## config.mk

```make
export PLATFORM = sky130hd
export DESIGN_NAME = sorted_timer_queue
export DESIGN_NICKNAME = d
export VERILOG_FILES = /design/src/rtl/core/stq_pkg.sv /design/src/rtl/core/sorted_timer_queue.sv
export SDC_FILE = /design/constraint.sdc
export NUM_CORES = 2
export LEC_CHECK = 0
export BUFFER_PORTS_ARGS = -buffer_cell sky130_fd_sc_hd__buf_2
export CAP_MARGIN = 10
export CORE_MARGIN = 1
export CORE_UTILIZATION = 60
export DETAILED_ROUTE_END_ITERATION = 6
export PLACE_DENSITY = 0.85
export RECOVER_POWER = 25
export SYNTH_ARGS = -nofsm -noshare
export SYNTH_HDL_FRONTEND = slang
export SYNTH_SLANG_ARGS = --single-unit
```

## constraint.sdc

```tcl
create_clock -name clk -period 11.15 [get_ports clk]
set_clock_uncertainty 0.2 [all_clocks]
set_input_delay 1.6725 -clock clk [delete_from_list [all_inputs] [get_ports clk]]
set_output_delay 1.6725 -clock clk [all_outputs]
set_load 0.02 [all_outputs]
```

## src/rtl/core/stq_pkg.sv

```systemverilog
// stq_pkg: shared types and constants for the sorted timer queue
// no dependencies; used by sorted_timer_queue by scoped names

package stq_pkg;

	// width of deadlines, reload periods and the current time
	localparam int TIME_W = 32;

	// input transaction kinds
	typedef enum logic [1:0] {
		KIND_TICK  = 2'd0,
		KIND_START = 2'd1,
		KIND_STOP  = 2'd2,
		KIND_QUERY = 2'd3
	} kind_t;

	// sequencer states
	typedef enum logic [2:0] {
		ST_IDLE,
		ST_REMOVE,
		ST_ADD,
		ST_SCAN,
		ST_INSERT,
		ST_HEAD,
		ST_HEADRD,
		ST_OUT
	} state_t;

endpackage

```

## src/rtl/core/sorted_timer_queue.sv

```systemverilog
// sorted_timer_queue: timer slots kept in deadline order under a small sequencer
// depends on stq_pkg (kind and state types, time width)

// Each slot keeps its deadline and reload period in two small memories with one
// registered read port, plus an armed flag and a rank in flip-flops (rank 0 is the
// earliest; equal deadlines keep arrival order). One transaction is handled at a
// time and in_ready is low until its last result is taken. Query and an out-of-range
// slot read the head and then give the result; stop first takes the slot out of the
// order. Start takes it out, stores it, and then the single deadline comparator walks
// the deadline memory one slot a cycle to find the insert position and opens a gap
// there. A tick reads the head and gives one result when nothing is due, or else,
// for each firing, removes the head (one-shot) or also reloads its deadline and
// reinserts it by that one scan (periodic); at most MAX_FIRE slots fire per tick.
// Results wait in an output register; no reset-time clearing pass is needed.

module sorted_timer_queue #(
	parameter int NUM_TIMERS = 16,
	parameter int MAX_FIRE   = 16
) (
	input  logic                       clk,
	input  logic                       arst_n,
	input  logic                       in_valid,
	output logic                       in_ready,
	input  logic [1:0]                 kind,
	input  logic [3:0]                 timer_id,
	input  logic [stq_pkg::TIME_W-1:0] deadline,
	input  logic [stq_pkg::TIME_W-1:0] reload_period,
	input  logic [stq_pkg::TIME_W-1:0] now,
	output logic                       out_valid,
	input  logic                       out_ready,
	output logic                       fired,
	output logic [3:0]                 fired_id,
	output logic                       running,
	output logic                       any_pending,
	output logic [stq_pkg::TIME_W-1:0] next_deadline,
	output logic                       last
);

	localparam int SLOT_W = (NUM_TIMERS > 1) ? $clog2(NUM_TIMERS) : 1;
	localparam int SCAN_W = $clog2(NUM_TIMERS + 1);
	localparam int FIRE_W = $clog2(MAX_FIRE + 1);
	localparam int IDX_W  = SLOT_W + 4;
	localparam int TW     = stq_pkg::TIME_W;

	stq_pkg::state_t state_q, state_d;
	stq_pkg::kind_t  kind_q;

	logic              id_ok_q;
	logic [SLOT_W-1:0] s_q;
	logic [TW-1:0]     key_q;
	logic [TW-1:0]     per_q;
	logic [TW-1:0]     now_q;
	logic [SCAN_W-1:0] scan_q;
	logic [SLOT_W-1:0] cnt_q;
	logic [SLOT_W-1:0] head_q;
	logic              has_q;
	logic [FIRE_W-1:0] n_q;
	logic              pend_q;

	logic [NUM_TIMERS-1:0] armed_q;
	logic [SLOT_W-1:0]     rank_q [NUM_TIMERS];

	logic [TW-1:0] dl_mem  [NUM_TIMERS];
	logic [TW-1:0] per_mem [NUM_TIMERS];
	logic [TW-1:0] dl_rd_q;
	logic [TW-1:0] per_rd_q;

	logic          out_valid_q;
	logic          out_fired_q;
	logic [3:0]    out_id_q;
	logic          out_running_q;
	logic          out_any_q;
	logic [TW-1:0] out_nd_q;
	logic          out_last_q;

	logic [IDX_W-1:0]      id_ext;
	logic [IDX_W-1:0]      s_ext;
	logic                  id_ok_in;
	logic [NUM_TIMERS-1:0] head_match_c;
	logic [SLOT_W-1:0]     head_c;
	logic                  has_c;
	logic                  can_fire;
	logic                  fire_now;
	logic                  fire_after;
	logic                  rd_en;
	logic [SLOT_W-1:0]     rd_addr;
	logic                  dl_we;
	logic                  per_we;
	logic [TW-1:0]         dl_wdata;
	logic [TW-1:0]         reload_sum;
	logic [SLOT_W-1:0]     scan_idx;
	logic                  scan_hit;

	// slot number checks
	assign id_ext   = IDX_W'(timer_id);
	assign id_ok_in = id_ext < IDX_W'(NUM_TIMERS);
	assign s_ext    = IDX_W'(s_q);

	// head of the order: the one armed slot at rank 0
	always_comb begin
		head_c = '0;
		for (int i = 0; i < NUM_TIMERS; i++) begin
			head_match_c[i] = armed_q[i] && (rank_q[i] == '0);
			if (head_match_c[i])
				head_c = head_c | SLOT_W'(i);
		end
		has_c = |head_match_c;
	end

	// shared adder and comparator
	assign reload_sum = dl_rd_q + per_rd_q;
	assign dl_wdata   = (state_q == stq_pkg::ST_ADD) ? reload_sum : key_q;
	assign scan_idx   = SLOT_W'(scan_q - 1'b1);
	assign scan_hit   = (scan_q != '0) && armed_q[scan_idx] && (dl_rd_q <= key_q);
	assign can_fire   = has_q && !(now_q < dl_rd_q) && (n_q < FIRE_W'(MAX_FIRE));

	// state register
	always_ff @(posedge clk or negedge arst_n) begin
		if (!arst_n) begin
			state_q <= stq_pkg::ST_IDLE;
		end else begin
			state_q <= state_d;
		end
	end

	// next state and memory controls
	always_comb begin
		state_d    = state_q;
		rd_en      = 1'b0;
		rd_addr    = head_c;
		dl_we      = 1'b0;
		per_we     = 1'b0;
		fire_now   = 1'b0;
		fire_after = 1'b0;
		case (state_q)
			stq_pkg::ST_IDLE: begin
				if (in_valid) begin
					if (stq_pkg::kind_t'(kind) == stq_pkg::KIND_TICK)
						state_d = stq_pkg::ST_HEAD;
					else if (id_ok_in && (stq_pkg::kind_t'(kind) == stq_pkg::KIND_START ||
						stq_pkg::kind_t'(kind) == stq_pkg::KIND_STOP))
						state_d = stq_pkg::ST_REMOVE;
					else
						state_d = stq_pkg::ST_HEAD;
				end
			end
			stq_pkg::ST_REMOVE: begin
				if (kind_q == stq_pkg::KIND_START) begin
					dl_we   = 1'b1;
					per_we  = 1'b1;
					state_d = stq_pkg::ST_SCAN;
				end else if (kind_q == stq_pkg::KIND_TICK && per_rd_q != '0) begin
					state_d = stq_pkg::ST_ADD;
				end else begin
					state_d = stq_pkg::ST_HEAD;
				end
			end
			stq_pkg::ST_ADD: begin
				dl_we   = 1'b1;
				state_d = stq_pkg::ST_SCAN;
			end
			stq_pkg::ST_SCAN: begin
				rd_addr = scan_q[SLOT_W-1:0];
				rd_en   = scan_q < SCAN_W'(NUM_TIMERS);
				if (scan_q == SCAN_W'(NUM_TIMERS))
					state_d = stq_pkg::ST_INSERT;
			end
			stq_pkg::ST_INSERT: begin
				state_d = stq_pkg::ST_HEAD;
			end
			stq_pkg::ST_HEAD: begin
				rd_en   = 1'b1;
				state_d = stq_pkg::ST_HEADRD;
			end
			stq_pkg::ST_HEADRD: begin
				if (kind_q == stq_pkg::KIND_TICK && !pend_q && can_fire) begin
					fire_now = 1'b1;
					state_d  = stq_pkg::ST_REMOVE;
				end else begin
					state_d = stq_pkg::ST_OUT;
				end
			end
			stq_pkg::ST_OUT: begin
				if (out_ready) begin
					if (kind_q == stq_pkg::KIND_TICK && !out_last_q) begin
						fire_after = 1'b1;
						state_d    = stq_pkg::ST_REMOVE;
					end else begin
						state_d = stq_pkg::ST_IDLE;
					end
				end
			end
			default: begin
				state_d = stq_pkg::ST_IDLE;
			end
		endcase
	end

	// slot memories, registered read
	always_ff @(posedge clk) begin
		if (dl_we)
			dl_mem[s_q] <= dl_wdata;
		if (per_we)
			per_mem[s_q] <= per_q;
		if (rd_en) begin
			dl_rd_q  <= dl_mem[rd_addr];
			per_rd_q <= per_mem[rd_addr];
		end
	end

	// order bookkeeping, sequencer datapath and result register
	always_ff @(posedge clk or negedge arst_n) begin
		if (!arst_n) begin
			kind_q        <= stq_pkg::KIND_TICK;
			id_ok_q       <= 1'b0;
			s_q           <= '0;
			key_q         <= '0;
			per_q         <= '0;
			now_q         <= '0;
			scan_q        <= '0;
			cnt_q         <= '0;
			head_q        <= '0;
			has_q         <= 1'b0;
			n_q           <= '0;
			pend_q        <= 1'b0;
			armed_q       <= '0;
			for (int i = 0; i < NUM_TIMERS; i++)
				rank_q[i] <= '0;
			out_valid_q   <= 1'b0;
			out_fired_q   <= 1'b0;
			out_id_q      <= '0;
			out_running_q <= 1'b0;
			out_any_q     <= 1'b0;
			out_nd_q      <= '0;
			out_last_q    <= 1'b0;
		end else begin
			case (state_q)
				// capture the transaction
				stq_pkg::ST_IDLE: begin
					if (in_valid) begin
						kind_q  <= stq_pkg::kind_t'(kind);
						id_ok_q <= id_ok_in;
						s_q     <= id_ext[SLOT_W-1:0];
						key_q   <= deadline;
						per_q   <= reload_period;
						now_q   <= now;
						n_q     <= '0;
						pend_q  <= 1'b0;
					end
				end
				// take the slot out of the order
				stq_pkg::ST_REMOVE: begin
					if (armed_q[s_q]) begin
						for (int i = 0; i < NUM_TIMERS; i++)
							if (armed_q[i] && rank_q[i] > rank_q[s_q])
								rank_q[i] <= rank_q[i] - 1'b1;
						armed_q[s_q] <= 1'b0;
						rank_q[s_q]  <= '0;
					end
					scan_q <= '0;
					cnt_q  <= '0;
				end
				// periodic reload, wraps modulo the time width
				stq_pkg::ST_ADD: begin
					key_q <= reload_sum;
				end
				// count armed slots due at or before the key
				stq_pkg::ST_SCAN: begin
					if (scan_q != SCAN_W'(NUM_TIMERS))
						scan_q <= scan_q + 1'b1;
					if (scan_hit)
						cnt_q <= cnt_q + 1'b1;
				end
				// open a gap at the insert position
				stq_pkg::ST_INSERT: begin
					for (int i = 0; i < NUM_TIMERS; i++)
						if (armed_q[i] && rank_q[i] >= cnt_q)
							rank_q[i] <= rank_q[i] + 1'b1;
					rank_q[s_q]  <= cnt_q;
					armed_q[s_q] <= 1'b1;
				end
				stq_pkg::ST_HEAD: begin
					head_q <= head_c;
					has_q  <= has_c;
				end
				// build the result or fire the head
				stq_pkg::ST_HEADRD: begin
					if (fire_now) begin
						s_q    <= head_q;
						n_q    <= n_q + 1'b1;
						pend_q <= 1'b1;
					end else begin
						out_valid_q <= 1'b1;
						out_any_q   <= has_q;
						out_nd_q    <= has_q ? dl_rd_q : '0;
						if (kind_q == stq_pkg::KIND_TICK) begin
							out_fired_q   <= pend_q;
							out_id_q      <= pend_q ? s_ext[3:0] : 4'd0;
							out_running_q <= 1'b0;
							out_last_q    <= pend_q ? !can_fire : 1'b1;
						end else begin
							out_fired_q   <= 1'b0;
							out_id_q      <= 4'd0;
							out_running_q <= id_ok_q && armed_q[s_q];
							out_last_q    <= 1'b1;
						end
					end
				end
				stq_pkg::ST_OUT: begin
					if (out_ready) begin
						out_valid_q <= 1'b0;
						if (fire_after) begin
							s_q    <= head_q;
							n_q    <= n_q + 1'b1;
							pend_q <= 1'b1;
						end
					end
				end
				default: begin
					out_valid_q <= 1'b0;
				end
			endcase
		end
	end

	assign in_ready      = (state_q == stq_pkg::ST_IDLE);
	assign out_valid     = out_valid_q;
	assign fired         = out_fired_q;
	assign fired_id      = out_id_q;
	assign running       = out_running_q;
	assign any_pending   = out_any_q;
	assign next_deadline = out_nd_q;
	assign last          = out_last_q;

	// at most one armed slot holds rank 0
	a_single_head: assert property (@(posedge clk) disable iff (!arst_n)
		$onehot0(head_match_c))
		else $error("more than one armed slot at rank 0");

	// a waiting result blocks new transactions
	a_no_accept_while_out: assert property (@(posedge clk) disable iff (!arst_n)
		out_valid |-> !in_ready)
		else $error("input ready while a result waits");

	// every result that is not the last one reports a firing
	a_nonlast_fired: assert property (@(posedge clk) disable iff (!arst_n)
		(out_valid && !last) |-> fired)
		else $error("non-final result without a firing");

	// firing count per tick stays within its limit
	a_fire_limit: assert property (@(posedge clk) disable iff (!arst_n)
		n_q <= FIRE_W'(MAX_FIRE))
		else $error("too many firings in one tick");

endmodule
```

==> impl_metrics.env <==
export IMPL_io_pins=148
export IMPL_ys_async_sr_fraction_pct=18.50
export IMPL_rsz0062_at_grt="no"
export IMPL_critPathSlowestCell="clkbuf_1"
export IMPL_ys_ff_latch=1335
export IMPL_final_antenna_net_count=0
export IMPL_drc_errors=2
export IMPL_max_cap_violations=1
export IMPL_grt_pass1_wl_um=263400
export IMPL_clockBufferDepth=3
export IMPL_initial_utilization_pct=60.65
export IMPL_synth_xor_area_share_pct=0.5705
export IMPL_cts_resized=0
export IMPL_synth_edff_count=1088
export IMPL_syn_avg_cell_area_um2=11.97
export IMPL_synth_mux_area_share_pct=1.600
export IMPL_hold_violations=0
export IMPL_io_buffers=147
export IMPL_ys_seq_area_share_pct=61.72
export IMPL_worst_slew_pin_slew_ps=5014
export IMPL_crit_buf_inv=3
export IMPL_fin_ws_ps=4787
export IMPL_ys_types=84
export IMPL_syn_area_mm2=0.06295
export IMPL_fin_nets=5719
export IMPL_drive_gt1_share_pct=10.18
export IMPL_worstHoldPathType="reg -> reg"
export IMPL_drt_first_pass_iters=7
export IMPL_gp_congestion=0.9761
export IMPL_cp_common_cell="buf_4"
export IMPL_fin_tns_setup_ps=0
export IMPL_yosys_area_share_simple_pct=12.36
export IMPL_place_hpwl_um=102300
export IMPL_antenna_found_initial=7
export IMPL_period_share_pct=57.07
export IMPL_path_delay_family="buffers and inverters"
export IMPL_violations="DRC, capacitance limit, slew limit"
export IMPL_synth_nets=5639
export IMPL_post_cts_setup_buffers=0
export IMPL_critPathKind="in -> async"
export IMPL_grt_overflow_total=0
export IMPL_setup_viol_count_final=0
export IMPL_fillerInstances=6898
export IMPL_layout_common_cells="edfxtp_1 (1088), nand2_1 (896), a211oi_1 (368), a21oi_1 (294), ha_1 (275)"
export IMPL_cp_end_kind="async pin"
export IMPL_clock_sinks=1335
export IMPL_worstPathCellList="clkbuf_1 > buf_4 > buf_4"
export IMPL_crit_path_start="arst_n"
export IMPL_cts_tree="built"
export IMPL_whs_ps=283.8
export IMPL_hold_buffers=0
export IMPL_cp_arrival_ps=6960
export IMPL_grt_usage_pct=32.80
export IMPL_vias=45793
export IMPL_reg2reg_from="rank_q[8]"
export IMPL_yosysWarnings=0
export IMPL_min_from="now_q[17]"
export IMPL_outcome="finished, violations left"
export IMPL_layout_min_cycle_time_ps=6363
export IMPL_cts_root_buf="clkbuf_16"
export IMPL_dieArea_mm2=0.1062
export IMPL_dpl_cell_area_mm2=0.06528
export IMPL_cp_required_ps=11750
export IMPL_pre_cts_slack_ps=6006
export IMPL_via_per_inst=6.707
export IMPL_synth_fa_ha_area_share_pct=5.498
export IMPL_grt_max_degree=231
export IMPL_synth_compound_area_share_pct=15.12
export IMPL_synth_top_family_by_area="compound AO/OA/AOI/OAI gates"
export IMPL_layout_commonest_cell="edfxtp_1"
export IMPL_synth_ff_type="edfxtp_1"
export IMPL_htreeDepth=4
export IMPL_die_w_um=325.9
export IMPL_clkTransAtPathRegs_ps=60
export IMPL_finish_instance_area_mm2=0.06952
export IMPL_max_stage_delay_ps=3440
export IMPL_wl_per_cell_um=25.78
export IMPL_wirelength_um=176000
export IMPL_max_freq_ghz=0.1572
export IMPL_cts_buffers=133
export IMPL_die_h_um=325.9
export IMPL_drtIter0Drc=6440
export IMPL_area_growth_syn_to_layout_pct=10.44
export IMPL_core_area_mm2=0.1038
export IMPL_insertion_delay_ps=770
export IMPL_synthCells=5257
export IMPL_max_slew_margin_pct=-234.3
export IMPL_rows=118
export IMPL_cp_start_kind="input port"
export IMPL_grt_pass1_vias=44020
export IMPL_drv_slew=86
export IMPL_crit_fanout=85
[per-layer routing]
metal	vias to the layer above	wire [um]	track usage [%]
met5	-	112	0
met4	16	8886	17.40
met3	645	23220	9.183
met2	3062	80250	50.00
met1	22255	63530	42.97
li1	19815	-	-
[state kept, by name (all words and copies together) (netlist names), 2 cells and up, named ones only]
name	flops
scan_q	5
next_deadline	32
key_q	32
now_q	32
s_q	4
per_rd_q	32
fired_id	4
dl_rd_q	32
per_q	32
kind_q	2
state_q	3
rank_q	64
n_q	5
head_q	4
per_mem	512
dl_mem	512
cnt_q	4
[synthesized netlist by cell type, types with 23 or more instances]
library cell  instances  area [um^2]
ha_1                275         3441
nand3_1              82        410.4
a311oi_1            128         1121
and3_1               23        143.9
nand2b_1             36        225.2
o21ai_0             163        815.8
and2_1              257         1608
o21ai_1              26        130.1
xnor2_1              24        210.2
nor3_1               36        180.2
edfxtp_1           1088        32670
a21o_1               87        653.1
clkbuf_1            215        807.0
buf_2                58        290.3
nor2b_1              36        225.2
nor2_1              177        664.4
mux4_2               29        653.1
a21oi_1             295         1476
nand2_1             897         3367
nand4_1              38        237.7
inv_1               168        630.6
a31oi_1             140        875.8
o21a_1               34        255.2
a211oi_1            368         2763
dfrtp_1             247         6181
[final timing paths]
| kind | to | slack, ps | depth (start not counted) |
|---|---|---|---|
| min in group asynchronous | rank_q[52] | 2520 | 1 |
| hold / removal | now_q[17] | 280 | 2 |
| setup reg to reg | dl_rd_q[26] | 5810 | 13 |
| max in group clk | dl_rd_q[26] | 5810 | 13 |
| hold reg to reg | now_q[17] | 280 | 2 |
| setup / recovery | now_q[16] | 4790 | 3 |
[tightest hold or removal path: stages, from the launching register on]
cell and delay [ps]:
dfrtp_1 350, nand2_1 50, nand2_1 50
[cell families after synthesis]
| kind of cell | Yosys count |
|---|---|
| buffers and inverters | 480 |
| DFF | 1335 |
| AOI/OAI and AO/OA | 1390 |
| xor gates and xnor gates | 41 |
| and+or+nand+nor | 1674 |
| muxes | 61 |
| adders and majority gates | 276 |
[metrics by stage]
stage,util (%),cells
4_1_cts,66.99,6822
3_3_place_gp,62.90,6582
2_1_floorplan,-,5257
6_report,66.98,6828
5_1_grt,66.96,6822
3_5_place_dp,62.90,6582
[final cells by class]
| cell class | instances | area [um^2] | share of cell area, % |
|---|---|---|---|
| flip-flops and latches | 1335 | 38850 | 55.89 |
| multi-input cells | 3442 | 22440 | 32.29 |
| clock buffers | 180 | 3587 | 5.160 |
| well taps | 1380 | 1727 | 2.484 |
| repair buffers | 256 | 1599 | 2.300 |
| clock inverters | 60 | 654.4 | 0.9413 |
| inverters | 169 | 636.9 | 0.9161 |
| diodes | 6 | 15.01 | 0.02160 |
Power is not shown: default switching activity piles up to over one toggle a cycle in this logic, so the estimate is an artifact.
